### src/sv/lzwd_pkg.sv
`timescale 1ns / 1ps
`default_nettype none

package lzwd_pkg;

	localparam int WIN_DEPTH    = 4096;
	localparam int SHORT_DEPTH  = 512;
	localparam int ADDR_W       = 12;
	localparam int LONG_MAXLEN  = 18;
	localparam int SHORT_MAXLEN = 130;
	localparam int MIN_MATCH    = 3;
	localparam int LEN_W        = 8;
	localparam int EPOCH_W      = 4;
	localparam int CFG_IDX_W    = 4;
	localparam int COUNT_W      = 3;
	localparam int OUT_PORTS    = 4;

	typedef logic [7:0]           data_t;
	typedef logic [ADDR_W-1:0]    addr_t;
	typedef logic [EPOCH_W-1:0]   epoch_t;
	typedef logic [CFG_IDX_W-1:0] cfg_idx_t;
	typedef logic [LEN_W-1:0]     len_t;
	typedef logic [COUNT_W-1:0]   count_t;

	localparam cfg_idx_t REG_WINDOW_MODE   = cfg_idx_t'(0);
	localparam cfg_idx_t REG_OUTPUT_LENGTH = cfg_idx_t'(1);

	localparam addr_t LONG_MASK  = addr_t'(WIN_DEPTH - 1);
	localparam addr_t SHORT_MASK = addr_t'(SHORT_DEPTH - 1);
	localparam addr_t LONG_START  = addr_t'(WIN_DEPTH - LONG_MAXLEN);
	localparam addr_t SHORT_START = addr_t'(SHORT_DEPTH - SHORT_MAXLEN);

	typedef enum logic [1:0] {
		PH_FLAG  = 2'd0,
		PH_TOKEN = 2'd1,
		PH_HIGH  = 2'd2,
		PH_SPARE = 2'd3
	} phase_t;

	typedef enum logic [2:0] {
		ST_CLEAR = 3'b001,
		ST_INPUT = 3'b010,
		ST_MATCH = 3'b100
	} state_t;

	typedef struct packed {
		epoch_t tag;
		data_t  value;
	} entry_t;

	typedef struct packed {
		logic   we;
		addr_t  waddr;
		entry_t wdata;
		logic   re;
		addr_t  raddr;
	} mem_req_t;

	typedef struct packed {
		data_t value;
		logic  last;
		logic  fin;
	} pk_req_t;

endpackage

`default_nettype wire

### src/sv/lzwd_if.sv
`timescale 1ns / 1ps
`default_nettype none


interface lzwd_out_if;
	logic               valid;
	logic               ready;
	lzwd_pkg::data_t    out_byte0;
	lzwd_pkg::data_t    out_byte1;
	lzwd_pkg::data_t    out_byte2;
	lzwd_pkg::data_t    out_byte3;
	lzwd_pkg::count_t   byte_count;
	logic               run_end;
	logic               stream_end;

	modport source (output valid, output out_byte0, output out_byte1, output out_byte2,
		output out_byte3, output byte_count, output run_end, output stream_end, input ready);
	modport sink (input valid, input out_byte0, input out_byte1, input out_byte2,
		input out_byte3, input byte_count, input run_end, input stream_end, output ready);
endinterface


`default_nettype wire

### src/sv/lzwd_packer.sv
`timescale 1ns / 1ps
`default_nettype none

module lzwd_packer #(
	parameter int OUT_LANES = 4
) (
	input  wire logic              clk,
	input  wire logic              arst_n,
	input  wire logic              req_valid,
	input  wire lzwd_pkg::pk_req_t req,
	output      logic              req_ready,
	lzwd_out_if.source             out_ch
);
	import lzwd_pkg::*;

	localparam int LANES = (OUT_LANES < 1) ? 1 : ((OUT_LANES > OUT_PORTS) ? OUT_PORTS : OUT_LANES);
	localparam count_t LAST_LANE = count_t'(LANES - 1);

	data_t  lane_q [LANES];
	count_t cnt_q;
	data_t  lane_val [OUT_PORTS];
	data_t  ob_q [OUT_PORTS];
	logic   out_valid_q;
	count_t out_count_q;
	logic   run_end_q;
	logic   stream_end_q;
	logic   flush;
	logic   out_free;
	logic   acc;

	assign flush     = req.last || (cnt_q == LAST_LANE);
	assign out_free  = !out_valid_q || out_ch.ready;
	assign req_ready = !flush || out_free;
	assign acc       = req_valid && req_ready;

	// compose a result from the collected lanes plus the arriving byte
	for (genvar g = 0; g < OUT_PORTS; g++) begin : g_lane
		if (g < LANES) begin : g_used
			assign lane_val[g] = (cnt_q > count_t'(g)) ? lane_q[g] :
				((cnt_q == count_t'(g)) ? req.value : '0);
		end else begin : g_unused
			assign lane_val[g] = '0;
		end
	end

	always_ff @(posedge clk or negedge arst_n) begin
		if (!arst_n) begin
			cnt_q       <= '0;
			out_valid_q <= 1'b0;
		end else begin
			if (acc) begin
				cnt_q <= flush ? '0 : count_t'(cnt_q + 1'b1);
			end
			if (acc && flush) begin
				out_valid_q <= 1'b1;
			end else if (out_ch.ready) begin
				out_valid_q <= 1'b0;
			end
		end
	end

	always_ff @(posedge clk) begin
		for (int i = 0; i < LANES; i++) begin
			if (acc && !flush && (cnt_q == count_t'(i))) begin
				lane_q[i] <= req.value;
			end
		end
		if (acc && flush) begin
			ob_q         <= lane_val;
			out_count_q  <= count_t'(cnt_q + 1'b1);
			run_end_q    <= req.last;
			stream_end_q <= req.fin;
		end
	end

	assign out_ch.valid      = out_valid_q;
	assign out_ch.out_byte0  = ob_q[0];
	assign out_ch.out_byte1  = ob_q[1];
	assign out_ch.out_byte2  = ob_q[2];
	assign out_ch.out_byte3  = ob_q[3];
	assign out_ch.byte_count = out_count_q;
	assign out_ch.run_end    = run_end_q;
	assign out_ch.stream_end = stream_end_q;

endmodule

`default_nettype wire

### src/flat_wrapper.sv
// flat-port wrapper written by rule: the top's interface ports become plain ports
module lzwd_packer_flat import lzwd_pkg::*;
#(
	parameter int OUT_LANES = 4
)
  (clk, arst_n, req_valid, req, req_ready, out_ch_valid, out_ch_out_byte0, out_ch_out_byte1, out_ch_out_byte2, out_ch_out_byte3, out_ch_byte_count, out_ch_run_end, out_ch_stream_end, out_ch_ready);
  lzwd_out_if out_ch_i ();
  input  wire logic clk;
  input  wire logic arst_n;
  input  wire logic req_valid;
  input  wire lzwd_pkg::pk_req_t req;
  output      logic req_ready;
  output wire logic [$bits(out_ch_i.valid)-1:0] out_ch_valid;
  output wire logic [$bits(out_ch_i.out_byte0)-1:0] out_ch_out_byte0;
  output wire logic [$bits(out_ch_i.out_byte1)-1:0] out_ch_out_byte1;
  output wire logic [$bits(out_ch_i.out_byte2)-1:0] out_ch_out_byte2;
  output wire logic [$bits(out_ch_i.out_byte3)-1:0] out_ch_out_byte3;
  output wire logic [$bits(out_ch_i.byte_count)-1:0] out_ch_byte_count;
  output wire logic [$bits(out_ch_i.run_end)-1:0] out_ch_run_end;
  output wire logic [$bits(out_ch_i.stream_end)-1:0] out_ch_stream_end;
  input wire logic [$bits(out_ch_i.ready)-1:0] out_ch_ready;
  assign out_ch_valid = out_ch_i.valid;
  assign out_ch_out_byte0 = out_ch_i.out_byte0;
  assign out_ch_out_byte1 = out_ch_i.out_byte1;
  assign out_ch_out_byte2 = out_ch_i.out_byte2;
  assign out_ch_out_byte3 = out_ch_i.out_byte3;
  assign out_ch_byte_count = out_ch_i.byte_count;
  assign out_ch_run_end = out_ch_i.run_end;
  assign out_ch_stream_end = out_ch_i.stream_end;
  assign out_ch_i.ready = out_ch_ready;
  lzwd_packer #(.OUT_LANES(OUT_LANES)) u_core (.clk(clk), .arst_n(arst_n), .req_valid(req_valid), .req(req), .req_ready(req_ready), .out_ch(out_ch_i));
endmodule
### config.mk
export PLATFORM = sky130hd
export DESIGN_NAME = lzwd_packer_flat
export DESIGN_NICKNAME = d
export VERILOG_FILES = /design/src/sv/lzwd_pkg.sv /design/src/sv/lzwd_if.sv /design/src/sv/lzwd_packer.sv /design/src/flat_wrapper.sv
export SDC_FILE = /design/constraint.sdc
export NUM_CORES = 1
export LEC_CHECK = 0
export BUFFER_PORTS_ARGS = -buffer_cell sky130_fd_sc_hd__buf_2
export CORE_MARGIN = 3
export CORE_UTILIZATION = 50
export CTS_BUF_LIST = sky130_fd_sc_hd__clkbuf_8 sky130_fd_sc_hd__clkbuf_16
export CTS_CLUSTER_DIAMETER = 60
export CTS_CLUSTER_SIZE = 30
export DETAILED_ROUTE_END_ITERATION = 7
export GPL_TIMING_DRIVEN = 0
export HOLD_SLACK_MARGIN = 0.03
export PLACE_DENSITY = 0.81
export SLEW_MARGIN = 15
export SYNTH_ARGS = -nofsm -noshare
export SYNTH_HDL_FRONTEND = slang
export SYNTH_SLANG_ARGS = --single-unit
### constraint.sdc
create_clock -name clk -period 4.7 [get_ports clk]
set_clock_uncertainty 0.05 [all_clocks]
set_input_delay 0.705 -clock clk [delete_from_list [all_inputs] [get_ports clk]]
set_output_delay 0.705 -clock clk [all_outputs]
set_load 0.02 [all_outputs]
==> out/results.ini, run 1 <==
[timing]
fmax_mhz=378
fin_crit_sh_pct=56.4
rsz0062_at_grt=false
setup_tns_ps=0
finalHoldViolations=0
finalCriticalPeriod_ps=2650
setup_viol=0
worst_pin_slew_ps=1160
relSlewSlack_pct=22.8
drv_slew=0

[synth]
yosysUniqueCellTypes=24
synth_cells=158
synth_area_leaders=edfxtp_1, a22o_1, dfrtp_1, mux2_2, nand2_1
synth_top_area_cell=edfxtp_1
ys_ff_latch=73
synth.top_cell.area_share_pct=75.4
ys_warn_count=0
avgSynthCellArea_um2=17.4
yosysSeqAreaShare_pct=79.0
netlist_area_um2=2750

[clock_tree]
cts_hold_buf=0
cts_max_level=3
clk_pin_slew_ps=70
cts_tree=built
ctsResizeCount=0
postCtsSetupRepairBufs=0
clock_path_buffers=2
worstSkewPairLatency_ps=330
cts.sinks=73
cts-root-buf=clkbuf_8
cts_buffers=9

[global_routing]
grt_overflow=0
antenna_found_initial=0
grt_pass1_wl_um=7680
grt_max_degree=24
grt_pass1_vias=1503
grt_util_all_layers_pct=16.7

[placement]
placed_area_um2=3160
gp_congestion=0.805
placed_cells=288
portBuffers=52
dp_hpwl_um=3230

[setup_path]
end_kind=flop
crit_buf_inv=0
max_stage_delay_ps=960
start_kind=flop
cp_data_arrival_time_ps=2540
required_ps=4600
path_delay_family=simple AND/OR/NAND/NOR gates
path_cells=ha_1, ha_1, nor2_1, nand2_1, nor3b_1
cp_max_fo=8
slowest_stage=nor3b_1
cpMostUsedCell=ha_1
path_class=reg -> reg

[drt]
drtIter0Drc=123
drtPass1Iterations=4
detail_route.wl_per_cell_um=15.9
routed-via-count=1562
wl_met2_um=2110
ant_nets=0
maxUsedRoutingLayer=met4
wirelength_um=4810
drc=0
viasPerCell=5.17
wl_met1_um=2210
met3_length_um=352

[final_layout]
fin_util_pct=64.0
area_growth_pct=21.2
stdcell_area_um2=3330
antennaDiodeCount=0
drive_above_1_share_pct=34.9
fillers=384
nets=248
stdcell_count=302

[floorplan]
num_rows=26
die_area_um2=6420
core_um2=5200
start_util_pct=52.8
die_h_um=80.1
die_w_um=80.1
io_pins=53

[power_and_ir_drop]
p_leak_uw=0.00129
peakVddDrop_v=0.000345
powerDensity_nw_per_um2=590

[flow_run]
drv_cap=0

[outcome]
status=complete, no violations

[hold_path]
hp-class=in -> async

metal layers:
layer | up-vias | GRT usage [%]
met5 | - | 0
met4 | 0 | 8.95
met3 | 14 | 3.59
met2 | 83 | 25.6
met1 | 723 | 22.3
li1 | 742 | -
placed cells by master (no fill, tap or decap), types with 2 or more instances in the layout:
master    netlist  routed
buf_6           2       2
inv_1           5       6
nor2_1          5       4
dfrtp_1         4       4
a22o_1         16      16
nand2_1        18      18
buf_2           1      53
o21ai_0         9       9
mux2_2          8       8
o21ai_2         3       3
conb_1          1       8
clkbuf_8        0       9
ha_1            5       5
edfxtp_1       69      69
a21oi_1         2       2
final cells by class:
cell class / count / area (um2) / share of cell area (%)
Sequential cell: 73 / 2170 / 65.2
Multi-Input combinational cell: 83 / 561 / 16.8
Timing Repair Buffer: 53 / 288 / 8.64
Clock buffer: 9 / 124 / 3.72
Tap cell: 70 / 87.6 / 2.63
Clock inverter: 5 / 50.0 / 1.50
Buffer: 4 / 31.3 / 0.939
Inverter: 5 / 18.8 / 0.563
cells in the mapped netlist, drive strengths merged:
cell / n
nand2b: 1
mux2: 8
buf: 4
ha: 5
o2bb2ai: 1
a31oi: 1
nor2b: 1
nor3b: 1
a21oi: 2
o21ai: 12
a22o: 16
inv: 5
conb: 1
dfrtp: 4
edfxtp: 69
or2: 1
nor3: 1
nand2: 19
a32o: 1
nor2: 5
registers in the layout, summed over array words and instances (netlist names), 3 cells and up:
name and cells:
u_core.out_ch.out_byte2 8, u_core.out_ch.byte_count 3, u_core.out_ch.out_byte0 8, u_core.out_ch.out_byte3 8, u_core.cnt_q 3, u_core.lane_q 32, u_core.out_ch.out_byte1 8
cells by family (layout without fill, tap and decap cells):
family | after synthesis | after routing | synth area share, %
other cells | 1 | 8 | 0.136
compound gates | 33 | 33 | 8.97
mux | 8 | 8 | 3.28
fa+ha+maj | 5 | 5 | 2.28
simple gates | 29 | 29 | 4.51
flops | 73 | 73 | 79.0
buf+inv | 9 | 76 | 1.82
path summary, 6_finish.rpt:
check	startpoint	endpoint	slack (ps)	cells past startpoint
max in group asynchronous	arst_n	u_core.cnt_q[1]$_DFFE_PN0P_	4350	1
hold / removal	arst_n	u_core.out_ch.valid$_DFFE_PN0P_	120	1
setup reg to reg	u_core.cnt_q[0]$_DFFE_PN0P_	u_core.lane_q[1][5]$_DFFE_PP_	2050	5
hold reg to reg	u_core.lane_q[3][7]$_DFFE_PP_	u_core.out_ch.out_byte3[7]$_DFFE_PP_	480	1
setup / recovery	u_core.cnt_q[0]$_DFFE_PN0P_	u_core.lane_q[1][5]$_DFFE_PP_	2050	5
min in group clk	u_core.lane_q[3][7]$_DFFE_PP_	u_core.out_ch.out_byte3[7]$_DFFE_PP_	480	1
power breakdown:
| group | switching (uW) | leakage, uW | internal, uW |
|---|---|---|---|
| registers | 40.8 | 0.000698 | 884 |
| clock network | 207 | 0.0000898 | 234 |
| logic | 361 | 0.000500 | 238 |
per-stage QoR:
step                      power (uW)  hold slack [ps]  setup WS, ps
after global placement          1510              449           981
final                           1970              117          2050
after floorplan                 1370              359          1620
after CTS                       1980              100          1990
after detailed placement        1540              457          2010
after global routing            2080             95.4          1880
worst register-to-register path, delay by kind of cell (launching register included):
kind	cells	cell delay, ps
and+or+nand+nor	3	1320
DFF	1	440
adders and majority gates	2	450
Note: power is estimated with default switching activity, not from simulation.
==> inputs of run 2 (changes only) <==
==> constraint.sdc (replaced) <==
create_clock -name clk -period 2.75 [get_ports clk]
set_clock_uncertainty 0.05 [all_clocks]
set_input_delay 0.4125 -clock clk [delete_from_list [all_inputs] [get_ports clk]]
set_output_delay 0.4125 -clock clk [all_outputs]
set_load 0.02 [all_outputs]
==> out/results.ini, run 2 (synthesized netlist as in run 1, its figures left out) <==
[drt]
detail_route.wl_per_cell_um=16.1
drtPass1Iterations=4
ant_nets=0
wirelength_um=4920
drtIter0Drc=71
routed-via-count=1532
drc=0
viasPerCell=5.02

[setup_path]
r2r-start=u_core.cnt_q[2]$_DFFE_PN0P_
path_cells=ha_1, ha_1, buf_2, o21ai_0, buf_2
end_kind=primary output
max_stage_delay_ps=440
cp_max_fo=10
path_class=reg -> out
crit_start=u_core.cnt_q[0]$_DFFE_PN0P_
start_kind=flop
slowest_stage=dfrtp_1
path_delay_family=flip-flops
crit_buf_inv=2
cp.depth=5
cp_data_arrival_time_ps=1890
r2r_cells=6
required_ps=2290

[placement]
gp_congestion=0.814
placed_area_um2=3160
placed_cells=288
portBuffers=52
dp_hpwl_um=3330

[timing]
worst_pin_slew_ps=669
finalCriticalPeriod_ps=2360
timing.hold.ws_ps=200
setup_tns_ps=0
setup_viol=0
fmax_mhz=424
rsz0062_at_grt=false
drv_slew=0
fin_crit_sh_pct=85.7
finalHoldViolations=0
relSlewSlack_pct=55.2

[global_routing]
grt_util_all_layers_pct=17.2
grt_pass1_vias=1543
grt_overflow=0
grt_max_degree=24
grt_pass1_wl_um=7850
antenna_found_initial=0

[final_layout]
top_register=u_core.lane_q
layout_common_cells=edfxtp_1, buf_2, nand2_1
largest_register_ffs=32
fillers=401
stdcell_count=305
stdcell_area_um2=3350
mostFrequentLayoutCell=edfxtp_1
nets=249
antennaDiodeCount=0
drive_above_1_share_pct=36.6
fin_util_pct=64.3
area_growth_pct=21.8

[floorplan]
io_pins=53
die_area_um2=6420
start_util_pct=52.8
core_um2=5200
num_rows=26
die_w_um=80.1
die_h_um=80.1

[clock_tree]
clock_path_buffers=2
cts.sinks=73
clk_pin_slew_ps=80
worstSkewPairLatency_ps=330
cts-root-buf=clkbuf_8
cts_tree=built
cts_buffers=9
cts_max_level=3

[outcome]
status=complete, no violations

[power_and_ir_drop]
peakVddDrop_v=0.000500
p_leak_uw=0.00129
powerDensity_nw_per_um2=997

[hold_path]
hp-class=in -> reg
whs_path_depth=1
hp-start=req[0]

[flow_run]
drv_cap=0

## run 2: changes by cell type in the layout (fill, tap and decap cells not counted)
cell | before | now
clkinv_2 | 1 | 2
nor3b_2 | 0 | 1
nor3_2 | 0 | 1
clkinv_4 | 0 | 1
dlygate4sd3_1 | 0 | 1
bufinv_16 | 1 | 0
inv_1 | 6 | 5
inv_6 | 0 | 1
clkinvlp_4 | 1 | 2
nor3b_1 | 1 | 0
nor3_1 | 1 | 0
## run 2: through the flow
step                      total power, uW  setup slack (ps)
after detailed placement             2650               108
final                                3340               394
after CTS                            3360              88.1
after floorplan                      2340               265
after global routing                 3530               278
after global placement               2590              -177
## run 2: worst register-to-register path, delay by kind of cell (launching register included)
family,cells,cell delay (ps)
buf+inv,3,630
compound gates,1,210
simple gates,1,450
fa+ha+maj,1,210
flops,1,470
## run 2: area by class of cell
| cell class | instances | area (um2) | area share [%] |
|---|---|---|---|
| Tap cell | 70 | 87.6 | 2.62 |
| Timing Repair Buffer | 54 | 298 | 8.89 |
| Sequential cell | 73 | 2170 | 64.9 |
| Clock buffer | 9 | 124 | 3.70 |
| Multi-Input combinational cell | 83 | 571 | 17.0 |
| Clock inverter | 7 | 46.3 | 1.38 |
| Buffer | 4 | 31.3 | 0.934 |
| Inverter | 5 | 18.8 | 0.561 |
## run 2: power by group
| part | switching, uW | internal [uW] | total [uW] |
|---|---|---|---|
| logic | 635 | 412 | 1050 |
| clock network | 385 | 325 | 710 |
| registers | 71.9 | 1510 | 1580 |
| total | 1090 | 2250 | 3340 |
## run 2: worst paths after layout
| path | to | slack (ps) |
|---|---|---|
| hold reg to reg | u_core.out_ch.out_byte1[4]$_DFFE_PP_ | 470 |
| max in group asynchronous | u_core.cnt_q[0]$_DFFE_PN0P_ | 2150 |
| setup / recovery | req_ready | 390 |
| setup reg to reg | u_core.out_ch.byte_count[0]$_DFFE_PP_ | 440 |
| hold / removal | u_core.out_ch.stream_end$_DFFE_PP_ | 200 |
| min in group asynchronous | u_core.out_ch.valid$_DFFE_PN0P_ | 380 |
## run 2: metal layers
metal | GRT usage [%] | vias to the layer above | part of all wire [%]
met5 | 0 | - | 0
met4 | 8.61 | 0 | 2.0
met3 | 4.48 | 10 | 5.6
met2 | 26.7 | 54 | 47
met1 | 22.6 | 717 | 46
li1 | - | 751 | -
## run 2: timing repair
item,4_1_cts,5_1_grt
endpoints found under the hold margin,4,0
hold buffers,1,0
setup endpoints to repair,0,2
gates resized for setup,0,1
setup buffers,0,0
